==> src/tlv_response_deframer_defines.svh <==
// assertion macros for the tlv response deframer
// no dependencies; included by the top level only
`ifndef TLV_RESPONSE_DEFRAMER_DEFINES_SVH
`define TLV_RESPONSE_DEFRAMER_DEFINES_SVH

`ifndef SYNTHESIS

`define TLVRD_ASSERT_IMPLIES(label, clk, rst_n, lhs, rhs) \
    label: assert property (@(posedge clk) disable iff (!(rst_n)) (lhs) |-> (rhs)) \
        else $error("tlvrd assertion failed");

`define TLVRD_ASSERT_NEXT(label, clk, rst_n, lhs, rhs) \
    label: assert property (@(posedge clk) disable iff (!(rst_n)) (lhs) |=> (rhs)) \
        else $error("tlvrd assertion failed");

`else

`define TLVRD_ASSERT_IMPLIES(label, clk, rst_n, lhs, rhs)

`define TLVRD_ASSERT_NEXT(label, clk, rst_n, lhs, rhs)

`endif

`endif

==> src/tlvrd_pkg.sv <==
// shared types and constants for the tlv response deframer
// no dependencies; imported by every module of the block
package tlvrd_pkg;

    localparam int CFG_W           = 25;
    localparam int LENGTH_BITS_DEF = 25;
    localparam int QUEUE_DEPTH_DEF = 2;
    localparam int CODE_W          = 32;

    localparam logic [CFG_W-1:0] MAX_FRAME_RESET = CFG_W'(16 * 1024 * 1024);

    localparam logic [7:0] TYPE_OUTPUT = 8'd1;
    localparam logic [7:0] TYPE_DONE   = 8'd2;

    localparam logic [CODE_W-1:0] DONE_LENGTH = CODE_W'(4);

    typedef enum logic [2:0] {
        KIND_BYTE      = 3'd0,
        KIND_EMPTY     = 3'd1,
        KIND_DONE      = 3'd2,
        KIND_OVERSIZED = 3'd3,
        KIND_BAD_DONE  = 3'd4,
        KIND_UNKNOWN   = 3'd5
    } kind_t;

    typedef struct packed {
        kind_t             kind;
        logic              last;
        logic [CODE_W-1:0] data;
    } q_entry_t;

endpackage

==> src/tlvrd_front.sv <==
// front end: accepts stream bytes, tracks frame headers and classifies each byte
// depends on tlvrd_pkg; pushes result records into tlvrd_queue
module tlvrd_front import tlvrd_pkg::*; #(
    parameter int LENGTH_BITS = LENGTH_BITS_DEF
) (
    input  logic             aclk,
    input  logic             aresetn,
    input  logic             s_valid,
    output logic             s_ready,
    input  logic [7:0]       s_data_byte,
    input  logic             cfg_valid,
    output logic             cfg_ready,
    input  logic [CFG_W-1:0] cfg_data,
    input  logic             q_full,
    output logic             q_push,
    output q_entry_t         q_push_entry
);

    typedef enum logic [1:0] {
        PH_TYPE,
        PH_LENGTH,
        PH_PAYLOAD
    } phase_t;

    localparam logic [CODE_W:0]   LEN_LIMIT = (CODE_W+1)'(1) << LENGTH_BITS;
    localparam logic [CODE_W-1:0] LEN_MASK  = CODE_W'(LEN_LIMIT - (CODE_W+1)'(1));

    phase_t                 phase_reg, phase_next;
    logic [7:0]             type_reg, type_next;
    logic [1:0]             hdr_cnt_reg, hdr_cnt_next;
    logic [LENGTH_BITS-1:0] remain_reg, remain_next;
    logic                   len_four_reg, len_four_next;
    logic [CODE_W-1:0]      acc_reg, acc_next;
    logic                   halted_reg, halted_next;
    logic [CFG_W-1:0]       max_reg, max_next;

    logic                   accept;
    logic [CODE_W-1:0]      acc_shift;
    logic [LENGTH_BITS-1:0] remain_dec;
    logic                   oversized;

    assign s_ready    = !q_full;
    assign cfg_ready  = 1'b1;
    assign accept     = s_valid && s_ready;
    assign acc_shift  = {s_data_byte, acc_reg[CODE_W-1:8]};
    assign remain_dec = remain_reg - LENGTH_BITS'(1);
    assign oversized  = (acc_shift > {{(CODE_W-CFG_W){1'b0}}, max_reg})
                     || (acc_shift > LEN_MASK);

    always_comb begin
        phase_next    = phase_reg;
        type_next     = type_reg;
        hdr_cnt_next  = hdr_cnt_reg;
        remain_next   = remain_reg;
        len_four_next = len_four_reg;
        acc_next      = acc_reg;
        halted_next   = halted_reg;
        max_next      = max_reg;
        q_push        = 1'b0;
        q_push_entry  = '{kind: KIND_BYTE, last: 1'b0, data: '0};

        if (cfg_valid && cfg_ready) begin
            max_next = cfg_data;
        end

        if (accept && !halted_reg) begin
            unique case (phase_reg)
                PH_TYPE: begin
                    type_next    = s_data_byte;
                    hdr_cnt_next = 2'd0;
                    acc_next     = '0;
                    phase_next   = PH_LENGTH;
                end
                PH_LENGTH: begin
                    acc_next     = acc_shift;
                    hdr_cnt_next = hdr_cnt_reg + 2'd1;
                    if (hdr_cnt_reg == 2'd3) begin
                        acc_next      = '0;
                        remain_next   = acc_shift[LENGTH_BITS-1:0];
                        len_four_next = (acc_shift == DONE_LENGTH);
                        if (oversized) begin
                            halted_next       = 1'b1;
                            phase_next        = PH_TYPE;
                            q_push            = 1'b1;
                            q_push_entry.kind = KIND_OVERSIZED;
                        end else if (acc_shift == '0) begin
                            phase_next = PH_TYPE;
                            q_push     = 1'b1;
                            if (type_reg == TYPE_OUTPUT) begin
                                q_push_entry.kind = KIND_EMPTY;
                                q_push_entry.last = 1'b1;
                            end else begin
                                halted_next       = 1'b1;
                                q_push_entry.kind = (type_reg == TYPE_DONE) ?
                                                    KIND_BAD_DONE : KIND_UNKNOWN;
                            end
                        end else begin
                            phase_next = PH_PAYLOAD;
                        end
                    end
                end
                PH_PAYLOAD: begin
                    remain_next = remain_dec;
                    if (type_reg == TYPE_OUTPUT) begin
                        q_push            = 1'b1;
                        q_push_entry.kind = KIND_BYTE;
                        q_push_entry.data = {{(CODE_W-8){1'b0}}, s_data_byte};
                        q_push_entry.last = (remain_dec == '0);
                        if (remain_dec == '0) begin
                            phase_next = PH_TYPE;
                        end
                    end else if (type_reg == TYPE_DONE) begin
                        acc_next = acc_shift;
                        if (remain_dec == '0) begin
                            phase_next = PH_TYPE;
                            q_push     = 1'b1;
                            if (len_four_reg) begin
                                acc_next          = '0;
                                q_push_entry.kind = KIND_DONE;
                                q_push_entry.data = acc_shift;
                            end else begin
                                halted_next       = 1'b1;
                                q_push_entry.kind = KIND_BAD_DONE;
                            end
                        end
                    end else if (remain_dec == '0) begin
                        halted_next       = 1'b1;
                        phase_next        = PH_TYPE;
                        q_push            = 1'b1;
                        q_push_entry.kind = KIND_UNKNOWN;
                    end
                end
                default: begin
                    phase_next = PH_TYPE;
                end
            endcase
        end
    end

    always_ff @(posedge aclk) begin
        if (!aresetn) begin
            phase_reg    <= PH_TYPE;
            type_reg     <= '0;
            hdr_cnt_reg  <= '0;
            remain_reg   <= '0;
            len_four_reg <= 1'b0;
            acc_reg      <= '0;
            halted_reg   <= 1'b0;
            max_reg      <= MAX_FRAME_RESET;
        end else begin
            phase_reg    <= phase_next;
            type_reg     <= type_next;
            hdr_cnt_reg  <= hdr_cnt_next;
            remain_reg   <= remain_next;
            len_four_reg <= len_four_next;
            acc_reg      <= acc_next;
            halted_reg   <= halted_next;
            max_reg      <= max_next;
        end
    end

endmodule

==> src/tlvrd_queue.sv <==
// short result queue between the front end and the output stage
// depends on tlvrd_pkg for the entry type
module tlvrd_queue import tlvrd_pkg::*; #(
    parameter int DEPTH = QUEUE_DEPTH_DEF
) (
    input  logic     aclk,
    input  logic     aresetn,
    input  logic     push,
    input  q_entry_t push_entry,
    output logic     full,
    input  logic     pop,
    output logic     empty,
    output q_entry_t head
);

    localparam int PTR_W = (DEPTH > 1) ? $clog2(DEPTH) : 1;
    localparam int CNT_W = $clog2(DEPTH + 1);

    q_entry_t         mem_reg [DEPTH];
    logic [PTR_W-1:0] wr_ptr_reg, wr_ptr_next;
    logic [PTR_W-1:0] rd_ptr_reg, rd_ptr_next;
    logic [CNT_W-1:0] count_reg, count_next;

    assign full  = (count_reg == CNT_W'(DEPTH));
    assign empty = (count_reg == '0);
    assign head  = mem_reg[rd_ptr_reg];

    always_comb begin
        wr_ptr_next = wr_ptr_reg;
        rd_ptr_next = rd_ptr_reg;
        if (push) begin
            wr_ptr_next = (wr_ptr_reg == PTR_W'(DEPTH - 1)) ? '0 : wr_ptr_reg + PTR_W'(1);
        end
        if (pop) begin
            rd_ptr_next = (rd_ptr_reg == PTR_W'(DEPTH - 1)) ? '0 : rd_ptr_reg + PTR_W'(1);
        end
        case ({push, pop})
            2'b10:   count_next = count_reg + CNT_W'(1);
            2'b01:   count_next = count_reg - CNT_W'(1);
            default: count_next = count_reg;
        endcase
    end

    always_ff @(posedge aclk) begin
        if (push) begin
            mem_reg[wr_ptr_reg] <= push_entry;
        end
    end

    always_ff @(posedge aclk) begin
        if (!aresetn) begin
            wr_ptr_reg <= '0;
            rd_ptr_reg <= '0;
            count_reg  <= '0;
        end else begin
            wr_ptr_reg <= wr_ptr_next;
            rd_ptr_reg <= rd_ptr_next;
            count_reg  <= count_next;
        end
    end

endmodule

==> src/tlvrd_back.sv <==
// output stage: pops result records and expands them into the result fields
// depends on tlvrd_pkg; fed by tlvrd_queue
module tlvrd_back import tlvrd_pkg::*; (
    input  logic              aclk,
    input  logic              aresetn,
    input  logic              q_empty,
    input  q_entry_t          q_head,
    output logic              q_pop,
    output logic              m_valid,
    input  logic              m_ready,
    output logic [2:0]        m_kind,
    output logic [7:0]        m_payload_byte,
    output logic              m_last_of_frame,
    output logic [CODE_W-1:0] m_exit_code
);

    logic              valid_reg;
    kind_t             kind_reg;
    logic [7:0]        byte_reg;
    logic              last_reg;
    logic [CODE_W-1:0] code_reg;

    assign q_pop = !q_empty && (!valid_reg || m_ready);

    always_ff @(posedge aclk) begin
        if (!aresetn) begin
            valid_reg <= 1'b0;
        end else if (q_pop) begin
            valid_reg <= 1'b1;
        end else if (m_ready) begin
            valid_reg <= 1'b0;
        end
    end

    always_ff @(posedge aclk) begin
        if (q_pop) begin
            kind_reg <= q_head.kind;
            last_reg <= q_head.last;
            byte_reg <= (q_head.kind == KIND_BYTE) ? q_head.data[7:0] : 8'd0;
            code_reg <= (q_head.kind == KIND_DONE) ? q_head.data : '0;
        end
    end

    assign m_valid         = valid_reg;
    assign m_kind          = kind_reg;
    assign m_payload_byte  = byte_reg;
    assign m_last_of_frame = last_reg;
    assign m_exit_code     = code_reg;

endmodule

==> src/tlv_response_deframer.sv <==
// top level of the tlv response deframer: front end, result queue, output stage
// depends on tlvrd_pkg, tlvrd_front, tlvrd_queue, tlvrd_back and the defines header

// Takes one stream byte per clock while s_ready is high and gives at most one result
// per byte. The front-end state machine decides each byte in the cycle it is accepted,
// and s_ready drops only while the result queue (QUEUE_DEPTH entries) is full.
// Results reach the m_ side through the queue memory and then the output register.
// The user must write the frame size limit on the cfg port only while the stream is
// idle; the block itself does not enforce this. After an error result the block
// drops every byte until reset.
`include "tlv_response_deframer_defines.svh"

module tlv_response_deframer import tlvrd_pkg::*; #(
    parameter int LENGTH_BITS = LENGTH_BITS_DEF,
    parameter int QUEUE_DEPTH = QUEUE_DEPTH_DEF
) (
    input  logic              aclk,
    input  logic              aresetn,
    input  logic              s_valid,
    output logic              s_ready,
    input  logic [7:0]        s_data_byte,
    output logic              m_valid,
    input  logic              m_ready,
    output logic [2:0]        m_kind,
    output logic [7:0]        m_payload_byte,
    output logic              m_last_of_frame,
    output logic [CODE_W-1:0] m_exit_code,
    input  logic              cfg_valid,
    output logic              cfg_ready,
    input  logic [CFG_W-1:0]  cfg_data
);

    logic     q_push;
    q_entry_t q_push_entry;
    logic     q_full;
    logic     q_pop;
    logic     q_empty;
    q_entry_t q_head;
    logic     push_error;
    logic     out_not_byte;

    tlvrd_front #(
        .LENGTH_BITS (LENGTH_BITS)
    ) u_front (
        .aclk         (aclk),
        .aresetn      (aresetn),
        .s_valid      (s_valid),
        .s_ready      (s_ready),
        .s_data_byte  (s_data_byte),
        .cfg_valid    (cfg_valid),
        .cfg_ready    (cfg_ready),
        .cfg_data     (cfg_data),
        .q_full       (q_full),
        .q_push       (q_push),
        .q_push_entry (q_push_entry)
    );

    tlvrd_queue #(
        .DEPTH (QUEUE_DEPTH)
    ) u_queue (
        .aclk       (aclk),
        .aresetn    (aresetn),
        .push       (q_push),
        .push_entry (q_push_entry),
        .full       (q_full),
        .pop        (q_pop),
        .empty      (q_empty),
        .head       (q_head)
    );

    tlvrd_back u_back (
        .aclk            (aclk),
        .aresetn         (aresetn),
        .q_empty         (q_empty),
        .q_head          (q_head),
        .q_pop           (q_pop),
        .m_valid         (m_valid),
        .m_ready         (m_ready),
        .m_kind          (m_kind),
        .m_payload_byte  (m_payload_byte),
        .m_last_of_frame (m_last_of_frame),
        .m_exit_code     (m_exit_code)
    );

    assign push_error = q_push && (q_push_entry.kind == KIND_OVERSIZED
                                || q_push_entry.kind == KIND_BAD_DONE
                                || q_push_entry.kind == KIND_UNKNOWN);

    assign out_not_byte = m_valid && (m_kind != KIND_BYTE);

    `TLVRD_ASSERT_IMPLIES(a_push_not_full, aclk, aresetn, q_push, !q_full)
    `TLVRD_ASSERT_IMPLIES(a_pop_not_empty, aclk, aresetn, q_pop, !q_empty)
    `TLVRD_ASSERT_NEXT(a_quiet_after_error, aclk, aresetn, push_error, !q_push)
    `TLVRD_ASSERT_IMPLIES(a_byte_only_payload, aclk, aresetn, out_not_byte, m_payload_byte == 8'd0)

endmodule

==> config.mk <==
export PLATFORM = sky130hd
export DESIGN_NAME = tlv_response_deframer
export DESIGN_NICKNAME = d
export VERILOG_FILES = /design/src/tlvrd_pkg.sv /design/src/tlvrd_front.sv /design/src/tlvrd_queue.sv /design/src/tlvrd_back.sv /design/src/tlv_response_deframer.sv
export VERILOG_INCLUDE_DIRS = /design/src /design/src/src
export SDC_FILE = /design/constraint.sdc
export NUM_CORES = 1
export LEC_CHECK = 0
export ABC_AREA = 1
export CAP_MARGIN = 20
export CORE_ASPECT_RATIO = 0.8
export CORE_UTILIZATION = 33
export DETAILED_ROUTE_END_ITERATION = 10
export DONT_BUFFER_PORTS = 1
export PLACE_DENSITY = 0.54
export SETUP_SLACK_MARGIN = 0.15
export SLEW_MARGIN = 15
export SYNTH_ARGS = -nofsm -noshare
export SYNTH_HDL_FRONTEND = slang
export SYNTH_HIERARCHICAL = 1
export SYNTH_SLANG_ARGS = --single-unit
==> constraint.sdc <==
create_clock -name aclk -period 6.1 [get_ports aclk]
set_clock_uncertainty 0.1 [all_clocks]
set_input_delay 0.61 -clock aclk [delete_from_list [all_inputs] [get_ports aclk]]
set_output_delay 0.61 -clock aclk [all_outputs]
set_load 0.1 [all_outputs]
# Word-level counts from Yosys, hierarchy flattened
# Memories as Yosys holds them, arrays and structs flattened. A register that Yosys moved wholly into a read port is not among the register bits.
# Cells that the tools add are included.
[classes]
addsub = 6
multipliers = 0
div_mod_pow = 0
magnitude_cmp = 2
eq_ne = 17
shifts = 0
n_mux = 60
bitwise_logic = 0
reduce_logical = 26
[ops]
columns = ["op", "n"]
rows = [
  ["two-way mux 32 bit", 10],
  ["case mux 32 bit (3 select lines)", 1],
  ["case mux 25 bit (2 select lines)", 1],
  ["two-way mux 36 bit", 1],
  ["== test 32 x 3 -> 1 bit (second input constant)", 1],
  ["> comparator 32 x 25 -> 1 bit", 1],
  ["> comparator 32 x 25 -> 1 bit (second input constant)", 1],
  ["zero test 32 bit", 1],
  ["two-way mux 1 bit", 27],
  ["zero test 25 bit", 1],
  ["two-way mux 25 bit", 1],
  ["subtractor 25 x 1 -> 25 bit (second input constant)", 1],
  ["two-way mux 3 bit", 7],
  ["AND reduction 3 bit", 3],
  ["== test 2 bit (second input constant)", 4],
  ["== test 8 x 1 -> 1 bit (second input constant)", 1],
  ["== test 8 x 2 -> 1 bit (second input constant)", 1],
  ["two-way mux 2 bit", 4],
  ["two-way mux 4 bit", 2],
  ["case mux 2 bit (2 select lines)", 2],
  ["case mux 4 bit (2 select lines)", 1],
  ["AND reduction 8 bit", 1],
  ["nonzero test 2 bit", 4],
  ["!= test 2 x 1 -> 1 bit (second input constant)", 3],
  ["other kinds (19)", 31],
]
[word_totals]
reg_bits = 145
latch_bits = 0
mem_bits_rw = 72
romBits = 0
in_bits = 38
wordCells = 128
memories = 1
[memory_table]
columns = ["name", "depth", "width", "read_ports", "rd_clocked_by_memory_dff", "wr", "line_no", "text"]
rows = [
  ["u_queue.mem_reg", 2, 36, 1, 1, 1, "tlvrd_queue.sv:19", "q_entry_t mem_reg [DEPTH];"],
]

# Longest topological paths before layout
# Gate-level depths: netlist of run 1.
[depth]
word_depth = 8
ltp_mapped = 22
mapped_depth_nobuf = 22

# Hierarchy
# The synthesis of run 1 kept the hierarchy.
[modules_own_cells]
columns = ["mod", "n_inst", "cells_per_inst", "area_each_um2", "seq_area_each_um2"]
rows = [
  ["tlvrd_front", 1, 862, 5776.8, 1761.7],
  ["tlvrd_queue", 1, 147, 2977.9, 2262.2],
  ["tlvrd_back", 1, 129, 1696.6, 1341.3],
]

# Worst setup path before layout of run 1
# No wires, ideal clock.
[synth_path]
kind = "register -> register"
start = "register u_back.valid_reg (netlist: u_back/m_valid)"
end = "register u_queue.count_reg[1]"
setup_time_ns = 0.064
t_arrival_ns = 3.983
t_required_ns = 5.936
path_slack_ns = 1.953
path_stages_with_launch = 8
synth_period_minus_slack_ns = 4.147
path_cell_list = "dfxtp_1 -> a21oi_1 -> ha_1 -> inv_1 -> nand2_1 -> nor2_1 -> nor2_1 -> nor2_1"
[synth_between]
elab_chain_cells = 5
word_cells_on_any_way = 7
cone_classes = "eq/ne (2); mux (1); reduce/logical (4)"
[synth_rtl]
columns = ["item", "line_no", "text"]
rows = [
  ["start: declaration", "tlvrd_back.sv:17", "logic valid_reg;"],
  ["start signal: assignment", "tlvrd_back.sv:27", "valid_reg <= 1'b0;"],
  ["start signal: assignment", "tlvrd_back.sv:29", "valid_reg <= 1'b1;"],
  ["start signal: assignment", "tlvrd_back.sv:31", "valid_reg <= 1'b0;"],
  ["zero test 1 bit (*)", "tlvrd_back.sv:23", "assign q_pop = !q_empty && (!valid_reg || m_ready);"],
  ["logical OR 1 bit (*)", "tlvrd_back.sv:23", ""],
  ["logical AND 1 bit (*)", "tlvrd_back.sv:23", ""],
  ["via q_pop", "tlv_response_deframer.sv:36", "logic q_pop;"],
  ["== test 2 x 1 -> 1 bit or == test 2 bit (tied branches)", "tlvrd_queue.sv:37", "case ({push, pop})"],
  ["case mux 2 bit (2 select lines) or nonzero test 2 bit (tied branches)", "-", ""],
  ["end signal: assignment", "tlvrd_queue.sv:58", "count_reg <= count_next;"],
  ["end: declaration", "tlvrd_queue.sv:22", "logic [CNT_W-1:0] count_reg, count_next;"],
]
# Mark *: on every way through the listed nets, which the timed path passes. The rest lies on a longest branch.
# A chain may end at the register's enable or synchronous reset.

# Worst setup path after layout of run 1
[layout_path]
start = "register u_front.remain_reg[0]"
end = "memory u_queue/mem_reg[0][7] (netlist name), enable pin"
[layout_between]
elab_chain_cells = 8
[layout_rtl]
columns = ["item", "line_no", "text"]
rows = [
  ["start: declaration", "tlvrd_front.sv:31", "logic [LENGTH_BITS-1:0] remain_reg, remain_next;"],
  ["start signal: assignment", "tlvrd_front.sv:154", "remain_reg <= remain_next;"],
  ["subtractor 25 x 1 -> 25 bit", "tlvrd_front.sv:46", "assign remain_dec = remain_reg - LENGTH_BITS'(1);"],
  ["zero test 25 bit", "tlvrd_front.sv:114, tlvrd_front.sv:126", ""],
  ["two-way mux 1 bit", "tlvrd_front.sv:114, tlvrd_front.sv:126", ""],
  ["two-way mux 1 bit", "tlvrd_front.sv:104", "if (type_reg == TYPE_OUTPUT) begin"],
  ["case mux 1 bit (2 select lines)", "tlvrd_front.sv:67", "unique case (phase_reg)"],
  ["two-way mux 1 bit", "tlvrd_front.sv:66", "if (accept && !halted_reg) begin"],
  ["via q_push", "tlv_response_deframer.sv:33", "logic q_push;"],
  ["two-way mux 1 bit", "tlvrd_queue.sv:45", "if (push) begin"],
  ["two-way mux 1 bit (implied by the code)", "tlvrd_queue.sv:46", "mem_reg[wr_ptr_reg] <= push_entry;"],
  ["end: declaration", "tlvrd_queue.sv:19", ""],
]
# The timed path passes the listed nets, and every way through them passes these cells.

==> results.json, run 1 <==
{
  "end_kind": "flip-flop",
  "holdCritPathClass": "input pin to flip-flop",
  "numCtsBuffers": 23,
  "crit_path_start_kind": "flip-flop",
  "grt_first_pass_wirelength_mm": 40.17,
  "cp_data_required_time_ns": 6.18,
  "min_path_cells": 1,
  "portBuffers": 0,
  "synth_flop_cell": "edfxtp_1",
  "yosysWarnings": 6,
  "syn_area_um2": 10450,
  "crit_cells": 17,
  "root_buffer": "clkbuf_16",
  "synthTopCellsByArea": "edfxtp_1, dfxtp_1, nand2_1, nor2_1, inv_1",
  "dr_total_vias": 7546,
  "syn_nets": 1209,
  "clkPwrFrac": 0.207,
  "rr_worst_depth": 17,
  "hold_buffers": 0,
  "die_x_um": 201.0,
  "cp_max_fo": 35,
  "synth_largest_area_cell": "edfxtp_1",
  "num-fill-cells": 3103,
  "p_leak_nw": 4.301,
  "power_frac_comb": 0.370,
  "final_core_util": 0.3720,
  "synth_top_cell_area_share": 0.3333,
  "first_pass_iters": 5,
  "slew_headroom": 0.3008,
  "synthArstFlopShare": 0,
  "crit_path_max_incr_delay_ns": 0.43,
  "post_cts_buffers": 0,
  "clk_pin_slew_ns": 0.06,
  "num_antenna_cells": 0,
  "antenna_found_initial": 0,
  "grt_usage": 0.1575,
  "hold_ws_ns": 0.08992,
  "p_seq_frac": 0.423,
  "route.detailed.drc": 0,
  "ir_drop_v": 0.0001890,
  "cts_resized": 0,
  "drive_gt1_frac": 0.1154,
  "final_max_slew_viol_count": 0,
  "tightest_slew_ns": 1.047,
  "postSynthCellCount": 1138,
  "worstSkewPairLatency_ns": 0.54,
  "dieArea_um2": 32390,
  "clockBufferDepth": 3,
  "grt_max_degree": 49,
  "finalSetupViolations": 0,
  "core_area_um2": 30740,
  "syn2layout_area_growth_pct": 9.410,
  "p_sw_mw": 3.035,
  "rows": 57,
  "finalPower_mw": 6.213,
  "worst-setup-path-type": "flip-flop to flip-flop",
  "setup_tns_ns": 0,
  "via_per_inst": 4.846,
  "internal-power_mw": 3.178,
  "critical_path.cell_chain": "inv_1 -> ha_1 -> nand3_2 -> nor2_1 -> nand2_1 -> nand2_1 -> nand2_1 -> nor2_1 -> nand2_1 -> nor2_1 -> nand3_2 -> a21oi_1 -> nor2_1 -> nor2_1 -> inv_1 -> nor2_2 -> buf_4",
  "wl_per_cell_um": 16.44,
  "grt-ovfl-total": 0,
  "io_pins": 85,
  "die_y_um": 161.2,
  "wl_mm": 25.59,
  "min_period_ns": 3.395,
  "place.gp.congestion": 0.8407,
  "place_hpwl_mm": 17.67,
  "rsz0062_at_grt": "false",
  "p_sw_frac": 0.4885,
  "largest_reg_flops": 72,
  "fmax_mhz": 294.5,
  "clock_sinks": 210,
  "h-tree-depth": 1,
  "cts_tree": "done",
  "cp_num_buf_inv": 3,
  "hold_viol": 0,
  "drt_iter0_drc": 675,
  "initial_core_util": 0.3400,
  "synth_area_per_cell_um2": 9.184,
  "ant_nets": 0,
  "layout.nets": 1198,
  "fin_crit_sh": 0.5566,
  "place_ws_ns": 2.519,
  "cpMostUsedCell": "nor2_1",
  "first_global_vias": 7002,
  "ys_types": 45,
  "ys_seq_elements": 210,
  "cp_top_family": "simple AND/OR/NAND/NOR gates",
  "synth-edff-count": 116,
  "max-cap-violations": 0,
  "arrival_ns": 3.47,
  "outcome": "complete, no violations",
  "cellPowerDensity_nw_per_um2": 543.3,
  "slowest_stage": "buf_4",
  "ys_seq_area_frac": 0.5133,
  "fin_ws_ns": 2.705
}
==> cells by family after synthesis <==
| logic type | count (synthesis) | synth area share |
|---|---|---|
| buf+inv | 185 | 0.07937 |
| compound gates | 193 | 0.1010 |
| fa+ha+maj | 33 | 0.03951 |
| flops | 210 | 0.5133 |
| other cells | 1 | 0.0003588 |
| mux | 36 | 0.04956 |
| xor+xnor | 7 | 0.006585 |
| simple gates | 473 | 0.2102 |
==> synth_stat cells, types with 4 or more instances <==
cell type,count
ha_1,33
a211oi_1,5
nand2_1,186
mux2_4,30
nor2_4,21
edfxtp_1,116
mux2_2,6
o21ai_0,65
nor3_1,6
nor2_2,11
buf_12,5
inv_1,134
nand3_1,61
xor2_1,6
clkbuf_1,28
buf_2,4
buf_6,6
nor2_1,152
nand2_4,4
a21oi_1,99
a221oi_1,16
inv_2,4
dfxtp_1,94
nor4_1,4
nand4_1,14
==> stage by stage <==
| step | instance area (µm²) | cells |
|---|---|---|
| 2_1_floorplan | 10450 | 1138 |
| 3_3_place_gp | 10740 | 1514 |
| 3_5_place_dp | 10740 | 1514 |
| 4_1_cts | 11420 | 1556 |
| 5_1_grt | 11430 | 1557 |
| 6_report | 11430 | 1557 |
==> placed cells by master, fill, tap and decap left out, types with 16 or more instances in the layout <==
| master | count |
|---|---|
| nand3_1 | 61 |
| o21ai_0 | 65 |
| ha_1 | 33 |
| clkbuf_16 | 23 |
| a21oi_1 | 98 |
| a221oi_1 | 16 |
| nand2_1 | 186 |
| inv_1 | 132 |
| mux2_4 | 30 |
| dfxtp_1 | 93 |
| edfxtp_1 | 116 |
| nor2_4 | 21 |
| nor2_1 | 151 |
==> worst paths after layout <==
kind,from,to,slack (ns)
min,cfg_valid,u_front/max_reg[24],0.09
min reg2reg,u_front/type_reg[5],u_front/type_reg[5],0.36
max,u_front/remain_reg[0],u_queue/mem_reg[0][7],2.70
max reg2reg,u_front/remain_reg[0],u_queue/mem_reg[0][7],2.70
==> power groups by stage <==
| stage | combinational, mW | clock, mW | sequential (mW) |
|---|---|---|---|
| global route | 2.60 | 1.38 | 2.66 |
| detailed placement | 2.29 | 0 | 2.66 |
| CTS | 2.29 | 1.33 | 2.63 |
| finish | 2.30 | 1.29 | 2.63 |
| floorplan | 1.86 | 0 | 2.61 |
| global placement | 2.27 | 0 | 2.66 |
==> layout make-up <==
type | count | area, µm² | area share
Sequential cell | 210 | 5366 | 0.4693
Multi-Input combinational cell | 743 | 4274 | 0.3738
Clock buffer | 29 | 598.1 | 0.05230
Inverter | 140 | 525.5 | 0.04596
Tap cell | 413 | 516.7 | 0.04519
Clock inverter | 13 | 78.83 | 0.006894
Timing Repair Buffer | 9 | 75.07 | 0.006565
==> routing by layer <==
metal  up-vias  part of all wire  GRT usage
li1       3782                 -          -
met1      3508              0.51     0.2381
met2       225              0.41     0.2243
met3        31             0.060    0.03430
met4         0             0.019    0.03956
met5         -                 0          0
No activity file was read; power rests on OpenSTA's default activity.
==> inputs of run 2 (changes only) <==
--- a/config.mk
+++ b/config.mk
@@ -6,13 +6,13 @@
 export SDC_FILE = /design/constraint.sdc
 export NUM_CORES = 1
 export LEC_CHECK = 0
-export ABC_AREA = 1
+export ABC_AREA = 0
 export CAP_MARGIN = 20
 export CORE_ASPECT_RATIO = 0.8
 export CORE_UTILIZATION = 33
 export DETAILED_ROUTE_END_ITERATION = 10
 export DONT_BUFFER_PORTS = 1
-export PLACE_DENSITY = 0.54
+export PLACE_DENSITY = 0.55
 export SETUP_SLACK_MARGIN = 0.15
 export SLEW_MARGIN = 15
 export SYNTH_ARGS = -nofsm -noshare
==> constraint.sdc (replaced) <==
create_clock -name aclk -period 3 [get_ports aclk]
set_clock_uncertainty 0.1 [all_clocks]
set_input_delay 0.3 -clock aclk [delete_from_list [all_inputs] [get_ports aclk]]
set_output_delay 0.3 -clock aclk [all_outputs]
set_load 0.1 [all_outputs]
==> run 2 against run 1 <==
Against the previous run: area after synthesis fell by 5.9%; flip-flop and latch count did not move; core utilization rose by 8.5 points; hold slack got worse by 0.075 ns; non-clock buffer count rose by 196; synthesized cell count fell by 21%; critical path type unchanged; count of clock-buffer cells in the layout rose by 5; power rose by 26%; combinational power fell by 64%; the flow now finishes with violations (setup timing); first-iteration DRC count fell by 3.4%.
==> results.json, run 2 <==
{
  "h-tree-depth": 1,
  "syn_area_um2": 9832,
  "ys_seq_area_frac": 0.5457,
  "hold_viol": 0,
  "grt_max_degree": 46,
  "cp_data_required_time_ns": 3.14,
  "synth_largest_area_cell": "edfxtp_1",
  "antenna_found_initial": 4,
  "syn2layout_area_growth_pct": 36.13,
  "cp_num_buf_inv": 4,
  "synthTopCellsByCount": "edfxtp_1, dfxtp_1, nor2_1, nand2_1, and2_1",
  "io_pins": 85,
  "grt_first_pass_wirelength_mm": 42.86,
  "finalSetupViolations": 156,
  "place.gp.congestion": 0.8639,
  "max-cap-violations": 0,
  "critical_path.cell_chain": "or3_4 -> or4_4 -> o31ai_4 -> o211ai_4 -> nor4_4 -> o211ai_1 -> a21boi_2 -> inv_2 -> buf_6 -> nor2_4 -> buf_6 -> clkbuf_16",
  "holdPathEnd": "u_queue/mem_reg[0][5]",
  "clockBufferDepth": 3,
  "dieArea_um2": 30490,
  "violations": "setup timing",
  "postSynthCellCount": 896,
  "first_global_vias": 7245,
  "die_y_um": 156.4,
  "fin_crit_sh": 1.060,
  "dr_total_vias": 7635,
  "synth_flop_cell": "edfxtp_1",
  "layout.nets": 1152,
  "arrival_ns": 3.32,
  "crit_path_max_incr_delay_ns": 0.45,
  "postPlaceCellArea_um2": 11150,
  "layout_common_cells": "edfxtp_1, buf_4, dfxtp_1, nand2_1, nor2_1",
  "synth_area_per_cell_um2": 10.97,
  "yosysWarnings": 6,
  "ant_nets": 0,
  "grt-ovfl-total": 0,
  "ys_types": 67,
  "initial_core_util": 0.3357,
  "cp_max_fo": 7,
  "cpMostUsedCell": "buf_6",
  "layout.cells.non_filler": 1480,
  "grt_usage": 0.1831,
  "fmax_mhz": 314.4,
  "synth_top_cell_area_share": 0.3543,
  "min_period_ns": 3.180,
  "die_x_um": 195.0,
  "holdCritPathClass": "input pin to flip-flop",
  "worst-setup-path-type": "flip-flop to flip-flop",
  "rr_endpoint": "u_queue/mem_reg[0][2]",
  "via_per_inst": 5.159,
  "rr_startpoint": "u_front/remain_reg[19]",
  "portBuffers": 0,
  "min_path_cells": 2,
  "synth-edff-count": 116,
  "drt_iter0_drc": 652,
  "slowest_stage": "or4_4",
  "largest_reg_flops": 72,
  "drive_gt1_frac": 0.2896,
  "clock_sinks": 210,
  "place_ws_ns": -0.2084,
  "wl_per_cell_um": 19.41,
  "rows": 56,
  "cellPowerDensity_nw_per_um2": 583.2,
  "wl_mm": 28.73,
  "end_kind": "flip-flop",
  "crit_path_start_kind": "flip-flop",
  "syn_nets": 967,
  "cts_tree": "done",
  "core_area_um2": 29290,
  "tightest_slew_ns": 0.9252,
  "fin_ws_ns": -0.1805,
  "final_max_slew_viol_count": 0,
  "stdcell_area_um2": 13380,
  "first_pass_iters": 5,
  "place_hpwl_mm": 18.41,
  "ir_drop_v": 0.0004047,
  "rrSetupSlack_ns": -0.18,
  "worstHoldStart": "s_data_byte[5]",
  "final_common_cell": "edfxtp_1",
  "numCtsBuffers": 23,
  "cp_top_family": "simple AND/OR/NAND/NOR gates",
  "yosysMostFrequentCell": "edfxtp_1",
  "rsz0062_at_grt": "true",
  "outcome": "complete, but fails checks",
  "synthTopCellsByArea": "edfxtp_1, dfxtp_1, mux2_2, ha_1, and2_1",
  "p_leak_nw": 5.114,
  "synthArstFlopShare": 0,
  "worstSkewPairLatency_ns": 0.53,
  "slew_headroom": 0.3845,
  "clk_pin_slew_ns": 0.06,
  "rr_worst_depth": 12,
  "dp.cells": 1348,
  "ys_seq_elements": 210,
  "route.detailed.drc": 0,
  "root_buffer": "clkbuf_16",
  "finalPower_mw": 7.806
}
[run 2: repair_timing]
| item | 4_1_cts | 5_1_grt |
|---|---|---|
| cloned | 9 | 4 |
| hold buffers | 53 | 0 |
| setup buffers | 14 | 5 |
| pin swaps | 43 | 17 |
| setup endpoints to repair | 129 | 176 |
| hold endpoints to repair | 87 | 0 |
| resized for setup | 64 | 49 |
[run 2: per-stage QoR]
| step | TNS (ns) | util | hold WS [ns] |
|---|---|---|---|
| final | -19.17 | 0.4570 | 0.01519 |
| after global routing | -37.82 | 0.4566 | 0.02476 |
| after CTS | -10.89 | 0.4449 | 0.008434 |
| after detailed placement | -14.72 | 0.3806 | 0.3259 |
| after global placement | -9.945 | 0.3806 | 0.3214 |
| after floorplan | -35.22 | - | 0.3175 |
[run 2: area by class of cell]
cell class,count,area (µm²)
timing repair buffer,205,2042
sequential,210,5381
antenna,5,12.51
tap,377,471.7
inverter,41,162.7
clock inverter,8,135.1
clock buffer,34,656.9
multi-input combinational,600,4522
fill,2717,15900
[run 2: how the worst max path moves through the flow]
stage          cells past startpoint                    from                    end  slack, ns
2_1_floorplan                     10  u_front/remain_reg[20]  u_queue/mem_reg[0][0]      -0.54
3_3_place_gp                      11  u_front/remain_reg[19]   u_queue/count_reg[1]      -0.15
3_5_place_dp                      11  u_front/remain_reg[19]   u_queue/count_reg[1]      -0.21
4_1_cts                           12  u_front/remain_reg[19]   u_queue/count_reg[1]      -0.17
5_1_grt                           14   u_front/remain_reg[0]   u_queue/count_reg[1]      -0.36
6_report                          12  u_front/remain_reg[19]  u_queue/mem_reg[0][2]      -0.18
[run 2: logic make-up after synthesis]
kind of cell    synth area share
flops                     0.5457
compound gates            0.1218
buf+inv                  0.03792
mux                      0.06987
other cells            0.0003814
fa+ha+maj                0.04200
simple gates              0.1788
xor+xnor                0.003564
[run 2: report_power, final]
group	switching, mW	internal [mW]	total (mW)
registers	0.784	3.22	4.00
logic	0.443	0.383	0.826
clock network	1.19	1.79	2.98
[run 2: metal layers]
metal	global-route usage	wire [µm]
met1	0.2718	13810
met2	0.2718	12230
met3	0.03384	2087
met4	0.04499	598
met5	0	13
